## config.mk

```make
export PLATFORM = sky130hd
export DESIGN_NAME = tbb_pipe_ctl
export DESIGN_NICKNAME = d
export VERILOG_FILES = /design/src/rtl/tbb_pkg.sv /design/src/rtl/tbb_pipe_ctl.sv
export SDC_FILE = /design/constraint.sdc
export NUM_CORES = 1
export LEC_CHECK = 0
export BUFFER_PORTS_ARGS = -buffer_cell sky130_fd_sc_hd__buf_2
export CORE_AREA = 2 2 39 41
export CTS_BUF_LIST = sky130_fd_sc_hd__clkbuf_4 sky130_fd_sc_hd__clkbuf_8
export CTS_CLUSTER_SIZE = 25
export DETAILED_ROUTE_END_ITERATION = 7
export DIE_AREA = 0 0 41 43
export SLEW_MARGIN = 20
export SYNTH_ARGS = -nofsm -noshare
export SYNTH_HDL_FRONTEND = slang
export SYNTH_SLANG_ARGS = --single-unit
```

## constraint.sdc

```tcl
create_clock -name clk -period 1 [get_ports clk]
set_input_delay 0.1 -clock clk [delete_from_list [all_inputs] [get_ports clk]]
set_output_delay 0.1 -clock clk [all_outputs]
set_load 0.005 [all_outputs]
```

## src/rtl/tbb_pkg.sv

```systemverilog
// shared types and constants of the transformed box bounds unit
package tbb_pkg;

  // fixed widths of the coordinate and size fields
  localparam int COORD_W  = 32;
  localparam int SIZE_W   = COORD_W - 1;
  localparam int NUM_ROWS = 3;
  localparam int NUM_AXES = 3;
  localparam int ROW_W    = 2;

  // beat layout on both channels
  localparam int IN_TDATA_W   = 10 * COORD_W;
  localparam int IN_TUSER_W   = 1 + ROW_W;
  localparam int OUT_FIELDS_W = 6 * COORD_W + 3 * SIZE_W;
  localparam int OUT_TDATA_W  = ((OUT_FIELDS_W + 7) / 8) * 8;

  // item kinds carried in tuser bit 0
  localparam logic ACT_LOAD = 1'b0;
  localparam logic ACT_BOX  = 1'b1;

  typedef logic [COORD_W-1:0] tbb_coord_t;
  typedef tbb_coord_t [3:0] tbb_row_t;            // a, b, c, d from index 0 up
  typedef tbb_row_t [NUM_ROWS-1:0] tbb_mat_t;
  typedef tbb_coord_t [NUM_AXES-1:0] tbb_vec_t;   // x, y, z from index 0 up

  // per-stage load enables of the datapath
  typedef struct packed {
    logic s1;
    logic s2;
    logic s3;
    logic s4;
    logic s5;
  } tbb_stage_en_t;

endpackage

```

## src/rtl/tbb_pipe_ctl.sv

```systemverilog
// valid bits and ready chain of the five-stage datapath
module tbb_pipe_ctl (
  input  logic                    clk,
  input  logic                    rst,
  input  logic                    in_valid,
  input  logic                    in_box,
  output logic                    in_ready,
  output logic                    out_valid,
  input  logic                    out_ready,
  output tbb_pkg::tbb_stage_en_t  en
);
  import tbb_pkg::*;

  logic v1, v2, v3, v4, v5;
  logic rdy1, rdy2, rdy3, rdy4, rdy5;

  // a stage takes new data when empty or when its content moves on
  assign rdy5 = !v5 || out_ready;
  assign rdy4 = !v4 || rdy5;
  assign rdy3 = !v3 || rdy4;
  assign rdy2 = !v2 || rdy3;
  assign rdy1 = !v1 || rdy2;

  assign en       = '{s1: rdy1, s2: rdy2, s3: rdy3, s4: rdy4, s5: rdy5};
  assign in_ready = rdy1;
  assign out_valid = v5;

  // only box beats occupy a slot; load beats finish at the input
  always_ff @(posedge clk) begin
    if (rst) begin
      v1 <= 1'b0;
      v2 <= 1'b0;
      v3 <= 1'b0;
      v4 <= 1'b0;
      v5 <= 1'b0;
    end else begin
      if (rdy1) v1 <= in_valid && in_box;
      if (rdy2) v2 <= v1;
      if (rdy3) v3 <= v2;
      if (rdy4) v4 <= v3;
      if (rdy5) v5 <= v4;
    end
  end

endmodule

```

Yosys cells after proc, flatten, opt, wreduce, memory -nomap -nowiden:

Index checks and enable logic that the tools add are counted.

* bits in registers: 5
* input port bits: 5
* output and inout bits: 7
* word-level logic and storage cells: 16

* reduce and logical (&&, ||, !) cells: 11

Operators by type and width (count)
* 1-bit zero test: 5
* 1-bit logical OR: 5
* 1-bit logical AND: 1

Logic depth before layout (Yosys ltp):

* word-level depth: 6
* gate-level depth with buffers: 3
* mapped depth without buffers: 3

Worst setup path after synthesis:

OpenSTA, ideal clock, no wires.

* kind: register to output
* start point: reg v5 (netlist: out_valid)
* end point: out en[4] (netlist name)
* arrival time: 864 ps
* data required time: 900 ps
* setup slack: 36 ps
* cell stages (with the launch flop): 4
* path buffers: 1
* cells stage by stage: dfxtp_1 > and4b_2 > nand3_1 > buf_4

* cells in the longest elaborated chain, start to end: 6

Ends and longest elaborated chain
* from (decl): line tbb_pipe_ctl.sv:14 `logic v1, v2, v3, v4, v5;`
* from (signal assigned): line tbb_pipe_ctl.sv:41 `if (rdy5) v5 <= v4;`
* 1-bit zero test: line tbb_pipe_ctl.sv:18 `assign rdy5 = !v5 || out_ready;`
* 1-bit logical OR: line tbb_pipe_ctl.sv:18
* 1-bit logical OR: line tbb_pipe_ctl.sv:19 `assign rdy4 = !v4 || rdy5;`
* 1-bit logical OR: line tbb_pipe_ctl.sv:20 `assign rdy3 = !v3 || rdy4;`
* 1-bit logical OR: line tbb_pipe_ctl.sv:21 `assign rdy2 = !v2 || rdy3;`
* 1-bit logical OR: line tbb_pipe_ctl.sv:22 `assign rdy1 = !v1 || rdy2;`
* to (decl): line tbb_pipe_ctl.sv:10 `output tbb_pkg::tbb_stage_en_t en`

Every way passes these cells.

Worst setup path in the final report:

* start point: reg v4
* end point: out in_ready

* cells in the longest elaborated chain, start to end: 5

Ends and longest elaborated chain
* from (decl): line tbb_pipe_ctl.sv:14
* from (signal assigned): line tbb_pipe_ctl.sv:40 `if (rdy4) v4 <= v3;`
* 1-bit zero test: line tbb_pipe_ctl.sv:19
* 1-bit logical OR: line tbb_pipe_ctl.sv:19
* 1-bit logical OR: line tbb_pipe_ctl.sv:20
* 1-bit logical OR: line tbb_pipe_ctl.sv:21
* 1-bit logical OR: line tbb_pipe_ctl.sv:22
* to (decl): line tbb_pipe_ctl.sv:7 `output logic in_ready,`

Every way passes these cells.

==> metrics.md <==
| Metric | Value |
|---|---|
| Max_slew headroom | 0.895 |
| First-pass GRT wire length | 703 um |
| Synth top area cells | dfxtp_1, buf_4, a21oi_1 |
| Critical Path Stages | 3 |
| Failing checks | negative setup slack |
| CTS tree | built |
| Core Util, Final | 0.276 |
| Placed Cells | 49 |
| Outcome | complete, but fails checks |
| Synth Instances | 27 |
| Avg Cell Area, Syn | 8.94 um^2 |
| Clk pwr share | 0.534 |
| Dpl hpwl | 352 um |
| Crit end category | output pin |
| Count of non-filler cells in the finished layout | 57 |
| CTS Buffer Depth | 2 |
| Iteration-0 DRC Markers | 5 |
| Synth area leader | dfxtp_1 |
| Initial Utilization | 0.175 |
| Vias per cell | 3.93 |
| Cell internal pwr | 395 uW |
| Setup crit end | in_ready |
| Sequential fraction of the synthesis area | 0.415 |
| Buffers on Ports | 11 |
| Die Span X | 41 um |
| Worst EP required | 900 ps |
| Post-Syn Nets | 32 |
| Placer congestion estimate | 0.635 |
| Max-cap violation count | 0 |
| Critical Path Start | v4 |
| #FFs+latches synth | 5 |
| RR Startpoint | v4 |
| Initial antenna violation count | 0 |
| # setup viols final | 9 |
| Worst-Skew Late Latency | 240 ps |
| Root buffer cell | clkbuf_4 |
| Max frequency | 876 MHz |
| Final hold viol count | 0 |
| Flop pwr share | 0.418 |
| Die H | 43 um |
| Row Count | 14 |
| Final ANT Viol Nets | 0 |
| R2R cell count | 4 |
| Worst reg2reg setup slack | -10 ps |
| Routed via count | 224 |
| Buffers & Inverters on Critical Path | 1 |
| Slowest cell delay on critical path | 330 ps |
| Yosys warns | 0 |
| Routed WL | 532 um |
| Worst Setup Path Type | reg -> out |
| Total grt overflow | 0 |
| Slowest CP cell | dfxtp_2 |
| Largest net degree at the start of global routing | 8 |
| Top Family by Delay on Critical Path | simple AND/OR/NAND/NOR gates |
| Worst Hold Class | in -> reg |
| Core ar. | 1380 um^2 |
| Synth top area share | 0.415 |
| Area Growth Syn to Fin | 58.0% |
| Final Cycle Share | 1.14 |
| Max-slew violations | 0 |
| Total Routing Usage GR | 0.0674 |
| # DRC | 0 |
| RSZ-0062 raised after global routing | true |
| Number of H-tree levels | 1 |
| Worst Path Max Fanout | 3 |
| Setup TNS | -609 ps |
| Clk_skew | 1.20 ps |
| N_diodes | 0 |
| Yosys cell types | 13 |
| Number of global-route vias before repair | 162 |
| Psw | 102 uW |
| Post-route minimum period | 1140 ps |
| Layout cells sized above 1 | 0.707 |
| Initial DRT Pass Iterations | 2 |
| Worst R2R End | v1 |
| Leak pwr | 0.150 nW |
| Clk slew on worst S/H paths | 40 ps |
| CP Launch Type | flip-flop |
| I/O pins | 12 |
| Worst path cell trace | and4b_2, nand3_2, buf_2 |
| Slew @ Worst Pin | 157 ps |
| TritonCTS sink count | 5 |
| Combinational Power Share | 0.047 |
| Pwr/cell area | 1300 nW/um^2 |
| Mapped Area | 241 um^2 |
| Nets | 47 |
| CTS Hold Buffers Added | 0 |
| CP arrival | 1040 ps |
| Sw frac | 0.205 |
| Peak supply drop | 0.719 mV |
| Commonest non-fill, non-tap cell in the layout | buf_2 |
| DR WL/cell | 9.33 um |
| DIE AREA | 1760 um^2 |
| Final WS setup | -142 ps |
| Cts bufs inserted | 3 |
| Most frequent cells in the layout | buf_2, clkbuf_4, buf_6 |
worst min-delay path by stage:
stage / startpoint / to / slack (ps) / cells after the start
floorplan: rst / out_valid / 170 / 1
global placement: in_box / v1 / 350 / 3
detailed placement: in_box / v1 / 350 / 3
CTS: rst / out_valid / 90 / 2
global route: in_box / v1 / 90 / 3
finish: in_box / v1 / 100 / 3
cell type report:
type	count	area (um^2)
clock buffer	4	30.0
fill	159	1000
inverter	4	15.0
multi-input combinational	13	105
sequential	5	104
tap	16	20.0
timing repair buffer	15	108
logic make-up (layout without fill, tap and decap cells):
kind of cell | after synthesis | in the layout | synth area share
buf+inv | 9 | 23 | 0.218
simple gates | 8 | 8 | 0.223
compound gates | 5 | 5 | 0.145
flops | 5 | 5 | 0.415
through the flow:
step	hold slack [ps]	worst slack (ps)	area (um^2)	power, mW
after floorplan	169	36.0	241	0.218
after global placement	348	76.1	279	0.230
after detailed placement	353	38.3	279	0.231
after CTS	91.6	-159	344	0.509
after global routing	92.6	-198	382	0.534
final	99.0	-142	382	0.497
state kept, by name, indices dropped and copies added, names as in the netlist:
signal and count:
out_valid 1, v1 1, v2 1, v3 1
v4 1
worst register-to-register path: cells and delay by family (launching register included):
| family | cells | cell delay (ps) |
|---|---|---|
| buffers and inverters | 2 | 180 |
| AOI/OAI and AO/OA | 1 | 150 |
| DFF | 1 | 330 |
| and+or+nand+nor | 1 | 270 |
cells in the mapped netlist:
cell and number:
buf_4 5, nand3b_1 2, a21oi_1 3, inv_2 1, inv_1 3, or2b_2 1
o31ai_1 1, dfxtp_1 5, and4b_2 1, nand3_1 1, nand2b_1 1, nand2_1 2
o31ai_2 1
power by group through the flow:
stage	logic (mW)	registers (mW)	clock network (mW)
CTS	0.0212	0.208	0.280
floorplan	0.00753	0.210	0
detailed placement	0.0201	0.211	0
global placement	0.0198	0.211	0
finish	0.0236	0.208	0.266
global route	0.0260	0.208	0.300
timing repair:
| action | in CTS | in global routing |
|---|---|---|
| gates resized for setup | 5 | 6 |
| hold endpoints to repair | 0 | 0 |
| pin swaps | 4 | 1 |
| buffers inserted | 3 | 1 |
| setup endpoints to repair | 5 | 10 |
routing by layer:
metal	global-route usage	wire, um	vias up	part of all wire
met1	0.0874	273	102	0.51
met3	0.0785	44	0	0.083
met5	0	0	-	0
li1	-	-	113	-
met2	0.0594	213	9	0.40
met4	0.0400	0	0	0
(Power assumes the default switching activity.)
