--- config.mk ---
export PLATFORM = sky130hd
export DESIGN_NAME = tbb_matrix
export DESIGN_NICKNAME = d
export VERILOG_FILES = /design/src/rtl/tbb_pkg.sv /design/src/rtl/tbb_matrix.sv
export SDC_FILE = /design/constraint.sdc
export NUM_CORES = 1
export LEC_CHECK = 0
export BUFFER_PORTS_ARGS = -buffer_cell sky130_fd_sc_hd__buf_2
export CORE_AREA = 2 2 199 201
export DETAILED_ROUTE_END_ITERATION = 8
export DIE_AREA = 0 0 201 203
export PLACE_DENSITY = 0.65
export SLEW_MARGIN = 20
export SYNTH_ARGS = -nofsm -noshare
export SYNTH_HDL_FRONTEND = slang
export SYNTH_SLANG_ARGS = --single-unit
--- constraint.sdc ---
create_clock -name clk -period 2.4 [get_ports clk]
set_clock_uncertainty 0.05 [all_clocks]
set_input_delay 0 -clock clk [delete_from_list [all_inputs] [get_ports clk]]
set_output_delay 0 -clock clk [all_outputs]
set_load 0.02 [all_outputs]
--- src/rtl/tbb_pkg.sv ---
// shared types and constants of the transformed box bounds unit
package tbb_pkg;

  // fixed widths of the coordinate and size fields
  localparam int COORD_W  = 32;
  localparam int SIZE_W   = COORD_W - 1;
  localparam int NUM_ROWS = 3;
  localparam int NUM_AXES = 3;
  localparam int ROW_W    = 2;

  // beat layout on both channels
  localparam int IN_TDATA_W   = 10 * COORD_W;
  localparam int IN_TUSER_W   = 1 + ROW_W;
  localparam int OUT_FIELDS_W = 6 * COORD_W + 3 * SIZE_W;
  localparam int OUT_TDATA_W  = ((OUT_FIELDS_W + 7) / 8) * 8;

  // item kinds carried in tuser bit 0
  localparam logic ACT_LOAD = 1'b0;
  localparam logic ACT_BOX  = 1'b1;

  typedef logic [COORD_W-1:0] tbb_coord_t;
  typedef tbb_coord_t [3:0] tbb_row_t;            // a, b, c, d from index 0 up
  typedef tbb_row_t [NUM_ROWS-1:0] tbb_mat_t;
  typedef tbb_coord_t [NUM_AXES-1:0] tbb_vec_t;   // x, y, z from index 0 up

  // per-stage load enables of the datapath
  typedef struct packed {
    logic s1;
    logic s2;
    logic s3;
    logic s4;
    logic s5;
  } tbb_stage_en_t;

endpackage

--- src/rtl/tbb_matrix.sv ---
// matrix row storage: three affine rows, identity after reset
module tbb_matrix #(
  parameter int FRAC_BITS = 16
) (
  input  logic               clk,
  input  logic               rst,
  input  logic               load,
  input  logic [1:0]         row,
  input  tbb_pkg::tbb_row_t  coefs,
  output tbb_pkg::tbb_mat_t  mat
);
  import tbb_pkg::*;

  localparam tbb_coord_t ONE = COORD_W'(1) << FRAC_BITS;

  logic row_ok;

  // the row code past the last row is ignored
  assign row_ok = row < ROW_W'(NUM_ROWS);

  // row write on a load beat
  always_ff @(posedge clk) begin
    if (rst) begin
      for (int r = 0; r < NUM_ROWS; r++) begin
        for (int c = 0; c < 4; c++) begin
          mat[r][c] <= (r == c) ? ONE : '0;
        end
      end
    end else if (load && row_ok) begin
      mat[row] <= coefs;
    end
  end

endmodule

== Word-level counts from Yosys, hierarchy flattened ==
Cells that the tools add are included.

* Bits in registers: 384
* Input bits: 133
* Output and inout port bits: 384
* Logic and storage cells: 20

* Order comparisons: 3
* Mux-type cells: 3
* Reductions and logical operators: 2

{| class="wikitable"
|+ Operator list
! operator !! number
|-
| 384-bit bitwise mux || 1
|-
| 128-bit demux with 2-bit select || 1
|-
| 128-bit two-way mux || 1
|-
| 2-bit by 3-bit less-than comparator with 1-bit output (second input constant) || 1
|-
| 2-bit by 1-bit greater-or-equal comparator with 1-bit output (second input constant) || 1
|-
| 1-bit logical AND || 2
|-
| 2-bit less-than comparator (second input constant) || 1
|}

== Longest topological paths before layout ==
* Depth after elaboration: 5
* Gate-level depth with buffers: 5
* Mapped depth without buffers: 2

== Worst setup path before layout ==
OpenSTA, ideal clock, no wires.

* Path type: in2reg
* Start: in row[1]
* End: reg mat[14] (netlist name)
* Library setup time: 0.120 ns
* Data arrival time: 0.782 ns
* Required time: 2.230 ns
* Path slack: 1.448 ns
* Stages on the path: 4
* Path buffers: 2
* Cell sequence: or3b_1 > buf_6 > buf_6 > mux2i_1

* Longest elaborated chain between the ends: 5
* Elaborated cells between the ends (all ways): 8
* Classes of those cells: order compare: 3; mux: 3; reduce/logical: 2

{| class="wikitable"
|+ Ends and longest elaborated chain
! what !! RTL line !! RTL
|-
| start: declaration || tbb_matrix.sv:8 || <nowiki>input logic [1:0] row,</nowiki>
|-
| 2-bit by 3-bit less-than comparator with 1-bit output (implied by the code) / 2-bit by 1-bit greater-or-equal comparator with 1-bit output (equally long branches) || tbb_matrix.sv:30 || <nowiki>mat[row] <= coefs;</nowiki>
|-
| 1-bit logical AND (implied by the code) || tbb_matrix.sv:30 ||
|-
| 128-bit two-way mux (implied by the code) || tbb_matrix.sv:30 ||
|-
| 128-bit demux with 2-bit select || tbb_matrix.sv:30 ||
|-
| 384-bit bitwise mux || tbb_matrix.sv:30 ||
|-
| end signal: indexed assignment || tbb_matrix.sv:26 || <nowiki>mat[r][c] <= (r == c) ? ONE : '0;</nowiki>
|-
| end signal: indexed assignment || tbb_matrix.sv:30 ||
|-
| end: declaration || tbb_matrix.sv:10 || <nowiki>output tbb_pkg::tbb_mat_t mat</nowiki>
|}

Several ways; a longest one is shown, not always the timed one.
A chain may end at the register's enable or synchronous reset.

== Final worst setup path ==
* Start: in row[1]
* End: reg mat[16] (netlist name)

The elaborated chain is that of the path after synthesis.

==> flow_metrics.env <==
export IMPL_grt_antenna_before_repair=1
export IMPL_ys_seq_area_share_pct=50.37
export IMPL_via_count=11813
export IMPL_netlist_cell_type_count=12
export IMPL_outcome="complete, no violations"
export IMPL_vias_per_cell=4.633
export IMPL_synth_top_family_by_area="multiplexers"
export IMPL_multiInputGateArea_mm2=0.007096
export IMPL_layout_common_cells="515 x buf_2, 509 x nand2b_1, 384 x mux2i_1, 384 x dfxtp_1, 134 x dlygate4sd3_1"
export IMPL_worstSetupEndpointType="register"
export IMPL_static_leakage_power_nw=10.58
export IMPL_drt_iter0_markers=478
export IMPL_area_enclosed_by_the_die_boundary_mm2=0.04080
export IMPL_required_ns=2.84
export IMPL_multiplexer_area_fraction_after_synthesis_pct=25.18
export IMPL_cp_data_arrival_time_ns=2.74
export IMPL_design_core_area_mm2=0.03847
export IMPL_grt_start_max_net_pins=96
export IMPL_drt_drc_violations_left=0
export IMPL_ir_drop_mv=0.5517
export IMPL_utilization_pct=54.54
export IMPL_yosys_warnings=0
export IMPL_final_max_slew_violation_count=0
export IMPL_layout_filler_cells=3448
export IMPL_post_dp_cell_area_mm2=0.01830
export IMPL_clk_insertion_delay_late_ns=0.54
export IMPL_max_flop_register="mat"
export IMPL_final_period_utilization_pct=95.71
export IMPL_power_density_mw_per_mm2=694.6
export IMPL_synthesis_area_per_instance_um2=11.00
export IMPL_detailed_route_wire_length_um=44200
export IMPL_die_height_um=203
export IMPL_stdcell_area_mm2=0.02098
export IMPL_buffer_depth_of_the_longest_clock_path=3
export IMPL_synth_nets=1521
export IMPL_dp_hpwl_um=29820
export IMPL_design_power_total_mw=14.57
export IMPL_num_nets_final=2136
export IMPL_start_kind="primary input"
export IMPL_buffer_ports_inserted=516
export IMPL_cts_root_buf="clkbuf_16"
export IMPL_share_of_synthesized_cell_area_in_and_or_nand_and_nor_gates_pct=21.27
export IMPL_cts_buffers=42
export IMPL_final_antenna_net_count=0
export IMPL_use_met1_pct=24.90
export IMPL_row_count=72
export IMPL_totalNegativeSetupSlack_ns=0
export IMPL_synth_xor_xnor_area_share_pct=0
export IMPL_max_cap_violations=0
export IMPL_global_placement_routability_congestion=0.8407
export IMPL_worst_slew_margin_rel_pct=27.77
export IMPL_first_global_vias=12232
export IMPL_largest_register_ffs=384
export IMPL_cts_h_tree_depth=2
export IMPL_layout_cells_most_common="buf_2"
export IMPL_clock_fmax_mhz=435.4
export IMPL_global_route_usage_total_pct=20.85
export IMPL_start_util_pct=39.68
export IMPL_criticalPathCategory="in -> reg"
export IMPL_globalRoute_busiestLayer="met2"
export IMPL_syn_cell_area_mm2=0.01526
export IMPL_avgRoutedWirePerCell_um=17.33
export IMPL_use_met3_pct=5.666
export IMPL_finalSetupViolCount=0
export IMPL_hold_viol_final=0
export IMPL_chipWidth_um=201
export IMPL_regArea_mm2=0.007687
export IMPL_netlist_instances=1388
export IMPL_fin_crit_ns=2.297
export IMPL_first_pass_iters=5
export IMPL_cts_sink_count=384
export IMPL_cts_tree="yes"
export IMPL_regs_by_ff_count="mat: 384 flops"
export IMPL_antennaDiodeCount=0
export IMPL_synthAdderAreaFrac_pct=0
export IMPL_grt_first_pass_wirelength_um=68090
export IMPL_drive_gt1_share_pct=29.33
export IMPL_share_of_the_synthesized_area_in_compound_gates_ao_oa_aoi_oai_pct=0
export IMPL_rsz_0062_raised_after_global_routing="false"
export IMPL_design_portCount=517
export IMPL_ys_ff_latch=384
export IMPL_clock_pin_slew_reported_for_the_worst_setup_and_hold_paths_after_clock_tree_synthesis_ns=0.06
export IMPL_met2_usage_pct=36.07
export IMPL_tightest_slew_ns=1.083
export IMPL_layout_area_overhead_vs_synth_pct=37.47
export IMPL_critPathMaxFanout=23
export IMPL_hold_path_class="in -> reg"
export IMPL_globalRoute_totalOverflow=0
-- worst max-delay path: stages --
cell           delay (ns)
dlygate4sd3_1        0.54
buf_2                0.15
nor3b_2              0.17
dlygate4sd3_1        0.57
buf_4                0.25
buf_16               0.24
mux2i_1              0.23
dlygate4sd3_1        0.56
-- where the power goes --
| group | internal [mW] | switching [mW] |
|---|---|---|
| registers | 6.60 | 0.115 |
| logic | 0.753 | 0.905 |
| clock network | 3.65 | 2.55 |
| total | 11.0 | 3.57 |
-- Yosys cell counts --
cell type | number | share of area, %
nand2b_1 | 509 | 21
dfxtp_1 | 384 | 50
mux2i_1 | 384 | 25
clkbuf_1 | 53 | 1.3
buf_2 | 30 | 0.98
buf_4 | 15 | 0.74
nor2_1 | 6 | 0.15
buf_6 | 2 | 0.15
nand3b_1 | 2 | 0.098
and3b_1 | 1 | 0.057
nor3b_1 | 1 | 0.049
or3b_1 | 1 | 0.057
-- routing by layer --
metal	part of all wire [%]	wire, um
met5	0.029	13
met4	3.0	1321
met3	6.3	2785
met2	48	21370
met1	42	18710
-- timing repair --
| action | CTS | global route |
|---|---|---|
| setup endpoints to repair | 0 | 1 |
| gates resized for setup | 0 | 1 |
| endpoints found under the hold margin | 384 | 0 |
| hold buffers | 134 | 0 |
| buffers inserted | 0 | 0 |
-- kinds of logic (layout without fill, tap and decap cells) --
| logic type | after synthesis | in the layout |
|---|---|---|
| buffers and inverters | 100 | 744 |
| DFF | 384 | 384 |
| muxes | 384 | 384 |
| and+or+nand+nor | 520 | 520 |
-- cell type report --
cell class / count / area share, %
Timing Repair Buffer: 671 / 20.22
Tap cell: 518 / 3.089
Multi-Input combinational cell: 904 / 33.82
Sequential cell: 384 / 36.64
Clock inverter: 7 / 0.3161
Clock buffer: 66 / 5.922
-- worst paths after layout --
kind | end | cells past startpoint | slack (ns) | startpoint
setup / recovery | mat[16] | 8 | 0.10 | row[1]
setup reg to reg | mat[16] | 3 | 1.17 | mat[16]
hold reg to reg | mat[156] | 2 | 0.42 | mat[156]
hold / removal | mat[155] | 4 | 0.16 | row[0]
-- through the flow --
stage                     hold slack, ns  instances  setup slack (ns)
after detailed placement          0.2455       2342            0.9077
after floorplan                   0.1112       1388             1.448
final                             0.1574       2550            0.1030
after CTS                         0.1298       2549            0.1197
after global routing              0.1586       2550           0.05335
after global placement            0.2261       2342            0.8834
No activity file was read; power rests on OpenSTA's default activity.
